### src/rtl/ros_pkg.sv
// ----------------------------------------------------------------------------
// ros_pkg
// Shared codes and the command and status bundles that pass between the
// route override selector's controller and its datapath.
// ----------------------------------------------------------------------------
package ros_pkg;

  // Input modes
  localparam logic [1:0] MODE_REFRESH = 2'd0;
  localparam logic [1:0] MODE_PRESS   = 2'd1;
  localparam logic [1:0] MODE_RELEASE = 2'd2;

  // Result status codes
  localparam logic [1:0] ST_OK        = 2'd0;
  localparam logic [1:0] ST_NOT_FOUND = 2'd1;
  localparam logic [1:0] ST_NO_SPACE  = 2'd2;

  // Configuration register indexes
  localparam logic [1:0] REG_DEFAULT_ROUTE   = 2'd0;
  localparam logic [1:0] REG_ROUTE_COUNT     = 2'd1;
  localparam logic [1:0] REG_LAYER_ROUTE_MAP = 2'd2;

  // Result register update selects
  localparam logic [2:0] RES_HOLD    = 3'd0;
  localparam logic [2:0] RES_FLAG    = 3'd1;
  localparam logic [2:0] RES_OVR     = 3'd2;
  localparam logic [2:0] RES_LAYER   = 3'd3;
  localparam logic [2:0] RES_DEFAULT = 3'd4;

  typedef struct packed {
    logic       load;        // capture the item, restart the slot scan
    logic       find_step;   // examine one slot for a match or a free entry
    logic       press_wr;    // claim the chosen slot and stamp it
    logic       release_wr;  // clear the matching slot
    logic       idx_clr;     // restart the slot scan
    logic       pick_step;   // examine one slot for the newest override
    logic       layer_init;  // start the layer scan at the top layer
    logic       layer_step;  // move one layer down
    logic [2:0] res_sel;     // how to update the result registers
    logic [1:0] res_status;  // status for a flag-only result
    logic       out_load;    // move the result into the output register
  } ros_cmd_t;

  typedef struct packed {
    logic [1:0] mode;
    logic       scan_last;
    logic       match;
    logic       free;
    logic       target_bad;
    logic       best_found;
    logic       layer_hit;
    logic       layer_end;
  } ros_stat_t;

endpackage

### src/rtl/ros_datapath.sv
// ----------------------------------------------------------------------------
// ros_datapath
// Configuration registers, override slot table, scan counters and the
// result and output registers of the route override selector.
// ----------------------------------------------------------------------------
module ros_datapath #(
  parameter int OVERRIDE_SLOTS = 8,
  parameter int NUM_LAYERS     = 16,
  parameter int ROUTE_MAX      = 8
) (
  input  logic                clk,
  input  logic                rst,
  input  logic                cfg_we,
  input  logic [1:0]          cfg_index,
  input  logic [63:0]         cfg_data,
  input  logic [1:0]          mode,
  input  logic [7:0]          key_position,
  input  logic [2:0]          target_route,
  input  logic [15:0]         active_layers,
  input  logic [3:0]          base_layer,
  input  ros_pkg::ros_cmd_t   cmd,
  output ros_pkg::ros_stat_t  stat,
  output logic [1:0]          status,
  output logic                route_valid,
  output logic [2:0]          selected_route,
  output logic                from_override
);
  import ros_pkg::*;

  localparam int SIDX_W = (OVERRIDE_SLOTS > 1) ? $clog2(OVERRIDE_SLOTS) : 1;
  localparam int LIDX_W = (NUM_LAYERS > 1) ? $clog2(NUM_LAYERS) : 1;

  // Configuration
  logic [2:0]  default_route;
  logic [3:0]  route_count;
  logic [63:0] layer_route_map;

  // Captured item
  logic [1:0]  item_mode;
  logic [7:0]  item_pos;
  logic [2:0]  item_target;
  logic [15:0] item_layers;
  logic [3:0]  item_base;

  // Override table
  logic [7:0]  slot_position [OVERRIDE_SLOTS];
  logic [2:0]  slot_route    [OVERRIDE_SLOTS];
  logic [63:0] slot_stamp    [OVERRIDE_SLOTS];
  logic [OVERRIDE_SLOTS-1:0] slot_active;
  logic [63:0] stamp_counter;

  // Scan state
  logic [SIDX_W-1:0] idx;
  logic              match;
  logic [SIDX_W-1:0] match_slot;
  logic              free;
  logic [SIDX_W-1:0] free_slot;
  logic [SIDX_W-1:0] slot_sel;
  logic              best_found;
  logic [63:0]       best_stamp;
  logic [2:0]        best_route;
  logic [LIDX_W-1:0] lidx;
  logic [3:0]        lidx4;
  logic [3:0]        nib;

  // Result
  logic [1:0] res_status;
  logic       res_rvalid;
  logic [2:0] res_route;
  logic       res_ovr;

  logic cur_match;
  logic cur_free;
  logic cur_newer;

  assign slot_sel  = match ? match_slot : free_slot;
  assign lidx4     = 4'(lidx);
  assign nib       = layer_route_map[{lidx4, 2'b00} +: 4];
  assign cur_match = slot_active[idx] && (slot_position[idx] == item_pos);
  assign cur_free  = !slot_active[idx];
  assign cur_newer = slot_active[idx] && (!best_found || (slot_stamp[idx] > best_stamp));

  always_comb begin
    stat.mode       = item_mode;
    stat.scan_last  = (idx == SIDX_W'(OVERRIDE_SLOTS - 1));
    stat.match      = match;
    stat.free       = free;
    stat.target_bad = ({1'b0, item_target} >= route_count) ||
                      ({1'b0, item_target} >= 4'(ROUTE_MAX));
    stat.best_found = best_found;
    stat.layer_hit  = item_layers[lidx4] && nib[3];
    stat.layer_end  = (lidx4 == item_base) || (lidx == '0);
  end

  // Control state and configuration
  always_ff @(posedge clk) begin
    if (rst) begin
      default_route   <= '0;
      route_count     <= 4'd1;
      layer_route_map <= '0;
      slot_active     <= '0;
      stamp_counter   <= '0;
      idx             <= '0;
      match           <= 1'b0;
      free            <= 1'b0;
      best_found      <= 1'b0;
      lidx            <= '0;
    end else begin
      if (cfg_we) begin
        case (cfg_index)
          REG_DEFAULT_ROUTE:   default_route   <= cfg_data[2:0];
          REG_ROUTE_COUNT:     route_count     <= cfg_data[3:0];
          REG_LAYER_ROUTE_MAP: layer_route_map <= cfg_data;
          default: ;
        endcase
      end
      if (cmd.load) begin
        idx        <= '0;
        match      <= 1'b0;
        free       <= 1'b0;
        best_found <= 1'b0;
      end
      if (cmd.find_step) begin
        if (cur_match && !match) begin
          match <= 1'b1;
        end
        if (cur_free && !free) begin
          free <= 1'b1;
        end
        idx <= idx + 1'b1;
      end
      if (cmd.press_wr) begin
        slot_active[slot_sel] <= 1'b1;
        stamp_counter         <= stamp_counter + 64'd1;
      end
      if (cmd.release_wr) begin
        slot_active[match_slot] <= 1'b0;
      end
      if (cmd.idx_clr) begin
        idx <= '0;
      end
      if (cmd.pick_step) begin
        if (cur_newer) begin
          best_found <= 1'b1;
        end
        idx <= idx + 1'b1;
      end
      if (cmd.layer_init) begin
        lidx <= LIDX_W'(NUM_LAYERS - 1);
      end
      if (cmd.layer_step) begin
        lidx <= lidx - 1'b1;
      end
    end
  end

  // Payload
  always_ff @(posedge clk) begin
    if (cmd.load) begin
      item_mode   <= mode;
      item_pos    <= key_position;
      item_target <= target_route;
      item_layers <= active_layers;
      item_base   <= base_layer;
    end
    if (cmd.find_step) begin
      if (cur_match && !match) begin
        match_slot <= idx;
      end
      if (cur_free && !free) begin
        free_slot <= idx;
      end
    end
    if (cmd.press_wr) begin
      slot_position[slot_sel] <= item_pos;
      slot_route[slot_sel]    <= item_target;
      slot_stamp[slot_sel]    <= stamp_counter + 64'd1;
    end
    if (cmd.pick_step && cur_newer) begin
      best_stamp <= slot_stamp[idx];
      best_route <= slot_route[idx];
    end
    case (cmd.res_sel)
      RES_FLAG: begin
        res_status <= cmd.res_status;
        res_rvalid <= 1'b0;
        res_route  <= '0;
        res_ovr    <= 1'b0;
      end
      RES_OVR: begin
        res_status <= ST_OK;
        res_rvalid <= 1'b1;
        res_route  <= best_route;
        res_ovr    <= 1'b1;
      end
      RES_LAYER: begin
        res_status <= ST_OK;
        res_rvalid <= 1'b1;
        res_route  <= nib[2:0];
        res_ovr    <= 1'b0;
      end
      RES_DEFAULT: begin
        res_status <= ST_OK;
        res_rvalid <= 1'b1;
        res_route  <= default_route;
        res_ovr    <= 1'b0;
      end
      default: ;
    endcase
    if (cmd.out_load) begin
      status         <= res_status;
      route_valid    <= res_rvalid;
      selected_route <= res_route;
      from_override  <= res_ovr;
    end
  end

  // A press always leaves its slot active
  a_press_sets_active: assert property (@(posedge clk) disable iff (rst)
    cmd.press_wr |=> slot_active[$past(slot_sel)])
    else $error("pressed slot not active");

  // The order stamp only advances on a press
  a_stamp_only_on_press: assert property (@(posedge clk) disable iff (rst)
    !cmd.press_wr |=> $stable(stamp_counter))
    else $error("stamp counter moved without a press");

  // A result without a route carries zero route fields
  a_no_route_fields_zero: assert property (@(posedge clk) disable iff (rst)
    (cmd.res_sel == RES_FLAG) |=> (res_route == 3'd0) && !res_ovr && !res_rvalid)
    else $error("flag result carries route fields");

  // A failed press never reports a route
  a_error_no_route: assert property (@(posedge clk) disable iff (rst)
    $past(cmd.out_load) && (status != ST_OK) |-> !route_valid)
    else $error("error status with a valid route");

endmodule

### src/rtl/ros_ctrl.sv
// ----------------------------------------------------------------------------
// ros_ctrl
// Sequencer for the route override selector: slot search, table update,
// newest-override scan, layer scan and hand-off to the output register.
// ----------------------------------------------------------------------------
module ros_ctrl (
  input  logic               clk,
  input  logic               rst,
  input  logic               in_valid,
  output logic               in_stall,
  input  logic [1:0]         mode,
  output logic               out_valid,
  input  logic               out_stall,
  input  ros_pkg::ros_stat_t stat,
  output ros_pkg::ros_cmd_t  cmd
);
  import ros_pkg::*;

  localparam logic [2:0] S_IDLE   = 3'd0;
  localparam logic [2:0] S_FIND   = 3'd1;
  localparam logic [2:0] S_APPLY  = 3'd2;
  localparam logic [2:0] S_PICK   = 3'd3;
  localparam logic [2:0] S_CHOOSE = 3'd4;
  localparam logic [2:0] S_LAYER  = 3'd5;
  localparam logic [2:0] S_POST   = 3'd6;

  logic [2:0] state;
  logic [2:0] state_next;
  logic       out_valid_next;

  assign in_stall = (state != S_IDLE);

  always_comb begin
    cmd            = '0;
    cmd.res_sel    = RES_HOLD;
    cmd.res_status = ST_OK;
    state_next     = state;
    case (state)
      S_IDLE: begin
        if (in_valid) begin
          cmd.load = 1'b1;
          if (mode == MODE_REFRESH) begin
            state_next = S_PICK;
          end else if (mode == MODE_PRESS || mode == MODE_RELEASE) begin
            state_next = S_FIND;
          end else begin
            cmd.res_sel = RES_FLAG;
            state_next  = S_POST;
          end
        end
      end
      S_FIND: begin
        cmd.find_step = 1'b1;
        if (stat.scan_last) begin
          state_next = S_APPLY;
        end
      end
      S_APPLY: begin
        cmd.idx_clr = 1'b1;
        if (stat.mode == MODE_PRESS) begin
          if (stat.target_bad) begin
            cmd.res_sel    = RES_FLAG;
            cmd.res_status = ST_NOT_FOUND;
            state_next     = S_POST;
          end else if (!stat.match && !stat.free) begin
            cmd.res_sel    = RES_FLAG;
            cmd.res_status = ST_NO_SPACE;
            state_next     = S_POST;
          end else begin
            cmd.press_wr = 1'b1;
            state_next   = S_PICK;
          end
        end else if (stat.match) begin
          cmd.release_wr = 1'b1;
          state_next     = S_PICK;
        end else begin
          cmd.res_sel = RES_FLAG;
          state_next  = S_POST;
        end
      end
      S_PICK: begin
        cmd.pick_step = 1'b1;
        if (stat.scan_last) begin
          state_next = S_CHOOSE;
        end
      end
      S_CHOOSE: begin
        if (stat.best_found) begin
          cmd.res_sel = RES_OVR;
          state_next  = S_POST;
        end else begin
          cmd.layer_init = 1'b1;
          state_next     = S_LAYER;
        end
      end
      S_LAYER: begin
        if (stat.layer_hit) begin
          cmd.res_sel = RES_LAYER;
          state_next  = S_POST;
        end else if (stat.layer_end) begin
          cmd.res_sel = RES_DEFAULT;
          state_next  = S_POST;
        end else begin
          cmd.layer_step = 1'b1;
        end
      end
      S_POST: begin
        if (!out_valid || !out_stall) begin
          cmd.out_load = 1'b1;
          state_next   = S_IDLE;
        end
      end
      default: begin
        state_next = S_IDLE;
      end
    endcase
  end

  always_comb begin
    out_valid_next = out_valid && out_stall;
    if (cmd.out_load) begin
      out_valid_next = 1'b1;
    end
  end

  always_ff @(posedge clk) begin
    if (rst) begin
      state     <= S_IDLE;
      out_valid <= 1'b0;
    end else begin
      state     <= state_next;
      out_valid <= out_valid_next;
    end
  end

endmodule

### src/rtl/route_override_selector_unit.sv
// ----------------------------------------------------------------------------
// route_override_selector_unit
// Chooses the pipeline that receives motion from a table of key overrides,
// the active layer routes and a default pipeline.
// ----------------------------------------------------------------------------
//
//  Channel  | Handshake            | Payload
//  ---------+----------------------+---------------------------------------------
//  input    | in_valid / in_stall  | mode, key_position, target_route,
//           |                      | active_layers, base_layer
//  output   | out_valid / out_stall| status, route_valid, selected_route,
//           |                      | from_override
//  config   | cfg_we               | cfg_index, cfg_data
//
//  One transaction at a time. A press or release passes through accept, slot
//  search, update, newest-override scan and decision, then a layer scan from
//  the top layer down (skipped when an override is active) and hand-off; a
//  refresh skips the search and update. Reset clears the slot table, the order
//  stamp and the configuration to its defaults. A stall on the output holds
//  the result in the output register; the next transaction is taken meanwhile
//  and waits at its hand-off.
// ----------------------------------------------------------------------------
module route_override_selector_unit #(
  parameter int OVERRIDE_SLOTS = 8,
  parameter int NUM_LAYERS     = 16,
  parameter int ROUTE_MAX      = 8
) (
  input  logic        clk,
  input  logic        rst,
  // configuration write port
  input  logic        cfg_we,
  input  logic [1:0]  cfg_index,
  input  logic [63:0] cfg_data,
  // input channel
  input  logic        in_valid,
  output logic        in_stall,
  input  logic [1:0]  mode,
  input  logic [7:0]  key_position,
  input  logic [2:0]  target_route,
  input  logic [15:0] active_layers,
  input  logic [3:0]  base_layer,
  // output channel
  output logic        out_valid,
  input  logic        out_stall,
  output logic [1:0]  status,
  output logic        route_valid,
  output logic [2:0]  selected_route,
  output logic        from_override
);
  import ros_pkg::*;

  ros_cmd_t  cmd;
  ros_stat_t stat;

  // Sequence each transaction: search, update, pick newest, scan layers
  ros_ctrl u_ctrl (
    .clk       (clk),
    .rst       (rst),
    .in_valid  (in_valid),
    .in_stall  (in_stall),
    .mode      (mode),
    .out_valid (out_valid),
    .out_stall (out_stall),
    .stat      (stat),
    .cmd       (cmd)
  );

  // Hold the table, configuration and result registers
  ros_datapath #(
    .OVERRIDE_SLOTS (OVERRIDE_SLOTS),
    .NUM_LAYERS     (NUM_LAYERS),
    .ROUTE_MAX      (ROUTE_MAX)
  ) u_datapath (
    .clk            (clk),
    .rst            (rst),
    .cfg_we         (cfg_we),
    .cfg_index      (cfg_index),
    .cfg_data       (cfg_data),
    .mode           (mode),
    .key_position   (key_position),
    .target_route   (target_route),
    .active_layers  (active_layers),
    .base_layer     (base_layer),
    .cmd            (cmd),
    .stat           (stat),
    .status         (status),
    .route_valid    (route_valid),
    .selected_route (selected_route),
    .from_override  (from_override)
  );

endmodule

### config.mk
export PLATFORM = sky130hd
export DESIGN_NAME = route_override_selector_unit
export DESIGN_NICKNAME = d
export VERILOG_FILES = /design/src/rtl/ros_pkg.sv /design/src/rtl/ros_datapath.sv /design/src/rtl/ros_ctrl.sv /design/src/rtl/route_override_selector_unit.sv
export SDC_FILE = /design/constraint.sdc
export NUM_CORES = 1
export LEC_CHECK = 0
export ABC_AREA = 1
export BUFFER_PORTS_ARGS = -buffer_cell sky130_fd_sc_hd__buf_2
export CAP_MARGIN = 20
export CORE_AREA = 2 2 308 310
export CTS_BUF_LIST = sky130_fd_sc_hd__clkbuf_4
export CTS_CLUSTER_SIZE = 28
export DETAILED_ROUTE_END_ITERATION = 12
export DIE_AREA = 0 0 310 312
export SYNTH_ARGS = -nofsm -noshare
export SYNTH_HDL_FRONTEND = slang
export SYNTH_SLANG_ARGS = --single-unit
### constraint.sdc
create_clock -name clk -period 6.2 [get_ports clk]
set_clock_uncertainty 0.15 [all_clocks]
set_input_delay 0.62 -clock clk [delete_from_list [all_inputs] [get_ports clk]]
set_output_delay 0.62 -clock clk [all_outputs]
set_load 0.02 [all_outputs]
==> flow_summary.yaml <==
outcome:
  status: "complete, no violations"
die:
  die_h_um: 312
  core_area_um2: 93050
  io_pins: 113
  die_area_um2: 96720
  rows: 112
  fp.dieW_um: 310
  initial_utilization_pct: 39.92
setup_path:
  startpoint_type: "flop"
  cp-endpoint: "u_datapath.best_stamp[19]"
  r2r_cells: 20
  crit_fanout: 159
  r2r-end: "u_datapath.best_stamp[19]"
  r2r_slack_ns: 0.97
  crit_arrival_ns: 5.78
  endpoint_kind: "flop"
  worstSetupPathType: "flop to flop"
  cp.required_ns: 6.75
global_routing:
  grt_pass1_vias: 26118
  grt-ovfl-total: 0
  grt_pass1_wl_um: 145500
  grt_max_degree: 162
  antenna_found_initial: 3
  grt_usage_pct: 19.45
yosys:
  async_flop_share_pct: 0
  netlist_area_um2: 37150
  syn_area_per_cell_um2: 10.78
  synth_edf_count: 720
  syn-num-nets: 3621
  ys_ff_latch: 880
  synth_cells: 3445
  ys_seq_area_share_pct: 66.82
  yosys_most_used_dff: "edfxtp_1"
  ys_types: 51
  synth_warnings: 0
sta:
  slew_headroom_pct: 26.60
  slew_violations: 0
  rsz0062_at_grt: "no"
  finalCritPeriodShare_pct: 84.38
  fmax_mhz: 191.2
  worst_pin_slew_ns: 1.097
  post-route-min-period_ns: 5.231
  finalSetupViolations: 0
  finalHoldViolations: 0
  finalSetupTns_ns: 0
power_and_ir_drop:
  ir_drop_mv: 0.2010
  leakagePower_nw: 16.05
  power_density_nw_per_um2: 318.6
placement:
  gp_congestion: 0.9067
  portBuffers: 112
  dp_hpwl_um: 52720
clock_tree:
  ctsLongestPathBuffers: 3
  cts.root.buffer_cell: "clkbuf_4"
  cts_tree: "done"
  htree_num_levels: 4
  cts.repair.resized: 0
  cts_sinks: 880
  insertion_delay_ns: 1.12
  cts_inserted_buffers: 219
  clk_pin_slew_ns: 0.06
final_layout:
  multiInputGateArea_um2: 10800
  fill_cells: 8651
  post-route-util_pct: 46.49
  nets: 3955
  syn_to_final_growth_pct: 16.44
  drive_above_1_share_pct: 14.61
  seq_area_um2: 24830
drt:
  dr_total_vias: 26518
  drc: 0
  drt_wl_total_um: 93720
  drtIter0Drc: 2100
  ant_nets: 0
  vias_per_cell: 5.091
  dr.pass1.iters: 5
  wl_per_cell_um: 17.99
hold_path:
  hp-class: "input port to flop"
flow_run:
  max-cap-violations: 0
-- layout make-up --
class,count,area share [%]
tap,1254,3.627
multi-input combinational,2158,24.97
sequential,880,57.40
clock buffer,346,6.005
antenna,7,0.04049
clock inverter,44,0.5033
timing repair buffer,283,5.363
inverter,237,2.088
-- where the power goes --
group          switching, W  total [W]  internal (W)  leakage (nW)
Combinational       0.00150    0.00221      0.000711          6.26
Clock               0.00230    0.00485       0.00255          1.69
Sequential         0.000138    0.00671       0.00658          8.10
Total               0.00394     0.0138       0.00984          16.1
-- how the worst min path moves through the flow --
stage,startpoint,to,cells past startpoint
finish,active_layers[13],u_datapath.item_layers[13],2
global route,active_layers[13],u_datapath.item_layers[13],2
CTS,active_layers[13],u_datapath.item_layers[13],2
detailed placement,u_datapath.res_route[2],u_datapath.selected_route[2],0
global placement,u_datapath.res_route[2],u_datapath.selected_route[2],0
floorplan,u_datapath.res_ovr,u_datapath.from_override,0
-- sequential cells by signal, indices dropped and copies added, names as in the netlist, 4 cells and up, named ones only --
register                    cells
u_datapath.slot_stamp         512
u_datapath.best_stamp          64
u_datapath.layer_route_map     64
u_datapath.slot_position       64
u_datapath.stamp_counter       64
u_datapath.slot_route          24
u_datapath.item_layers         16
u_datapath.item_pos             8
u_datapath.slot_active          8
u_datapath.item_base            4
u_datapath.lidx                 4
u_datapath.route_count          4
-- per-stage QoR --
stage / hold slack (ns) / instances / power (W) / area (um^2) / worst slack (ns)
floorplan: 0.2503 / 3445 / 0.008354 / 37150 / 0.6701
global placement: 0.2504 / 4681 / 0.008972 / 39100 / 1.072
detailed placement: 0.2545 / 4681 / 0.008990 / 39100 / 1.102
CTS: 0.003332 / 5199 / 0.01391 / 43200 / 1.026
global route: 0.03577 / 5206 / 0.01448 / 43250 / 0.6214
finish: 0.1082 / 5209 / 0.01378 / 43260 / 0.9686
-- Yosys cell counts, drive strengths merged, types with 2 or more instances --
library cell | number | area share, %
a211oi | 16 | 0.34
a21o | 3 | 0.061
a21oi | 90 | 1.2
a221o | 2 | 0.054
a221oi | 4 | 0.094
a31oi | 68 | 1.1
a32o | 2 | 0.054
and3 | 3 | 0.064
and3b | 2 | 0.047
buf | 53 | 0.72
clkbuf | 117 | 1.2
clkinv | 2 | 0.020
dfxtp | 160 | 8.6
edfxtp | 720 | 58
ha | 72 | 2.4
inv | 235 | 2.4
nand2 | 266 | 2.7
nand3 | 63 | 0.90
nand4 | 26 | 0.45
nor2 | 860 | 8.8
nor3 | 36 | 0.60
nor4 | 16 | 0.29
o2111ai | 3 | 0.071
o211ai | 7 | 0.14
o21a | 3 | 0.061
o21ai | 468 | 6.3
o221ai | 3 | 0.071
o22ai | 73 | 1.2
or2 | 2 | 0.034
xnor2 | 6 | 0.14
xor2 | 61 | 1.5
-- timing repair --
item | CTS | global route
hold buffers | 128 | 0
buffers inserted | 0 | 0
hold endpoints to repair | 133 | 0
-- routing by layer --
| metal | track usage (%) | part of all wire (%) |
|---|---|---|
| met2 | 30.93 | 46 |
| met5 | 0 | 0 |
| met4 | 7.148 | 2.3 |
| met3 | 4.530 | 6.8 |
| met1 | 25.97 | 44 |
-- layout by cell type, fill, tap and decap left out, types with 29 or more instances in the layout --
master,netlist,routed
clkbuf_4,0,346
o21ai_0,457,457
edfxtp_1,720,720
nor2_1,847,838
ha_1,72,72
dfxtp_1,160,158
dlygate4sd3_1,0,128
nand3_1,59,59
inv_1,223,220
clkinv_1,2,33
buf_2,40,113
nand2_1,261,261
a21oi_1,90,90
a31oi_1,68,68
xor2_1,60,60
o22ai_1,73,73
buf_4,3,29
-- cell families after synthesis --
group,count (synthesis),share of synthesized area [%]
xor+xnor,67,1.600
fa+ha+maj,72,2.425
simple gates,1276,14.00
flops,880,66.82
buf+inv,407,4.298
compound gates,743,10.86
-- worst max-delay path, stage by stage (launching register included) --
cell and delay [ns]:
dfxtp_4 0.41, inv_8 0.55, buf_4 0.43, o21ai_0 0.13
o22ai_1 0.13, nor2_1 0.06, a31oi_1 0.23, ha_1 0.20
nand4_1 0.14, nor3_1 0.72, nand2_1 0.11, nand2_1 0.21
nand2_1 0.08, nand2_1 0.07, nand2_1 0.05, nand2_1 0.06
nand2_1 0.12, nand2_1 0.09, nand2_1 0.08, clkinv_2 0.24
buf_4 0.39
Note: power is estimated with default switching activity, not from simulation.
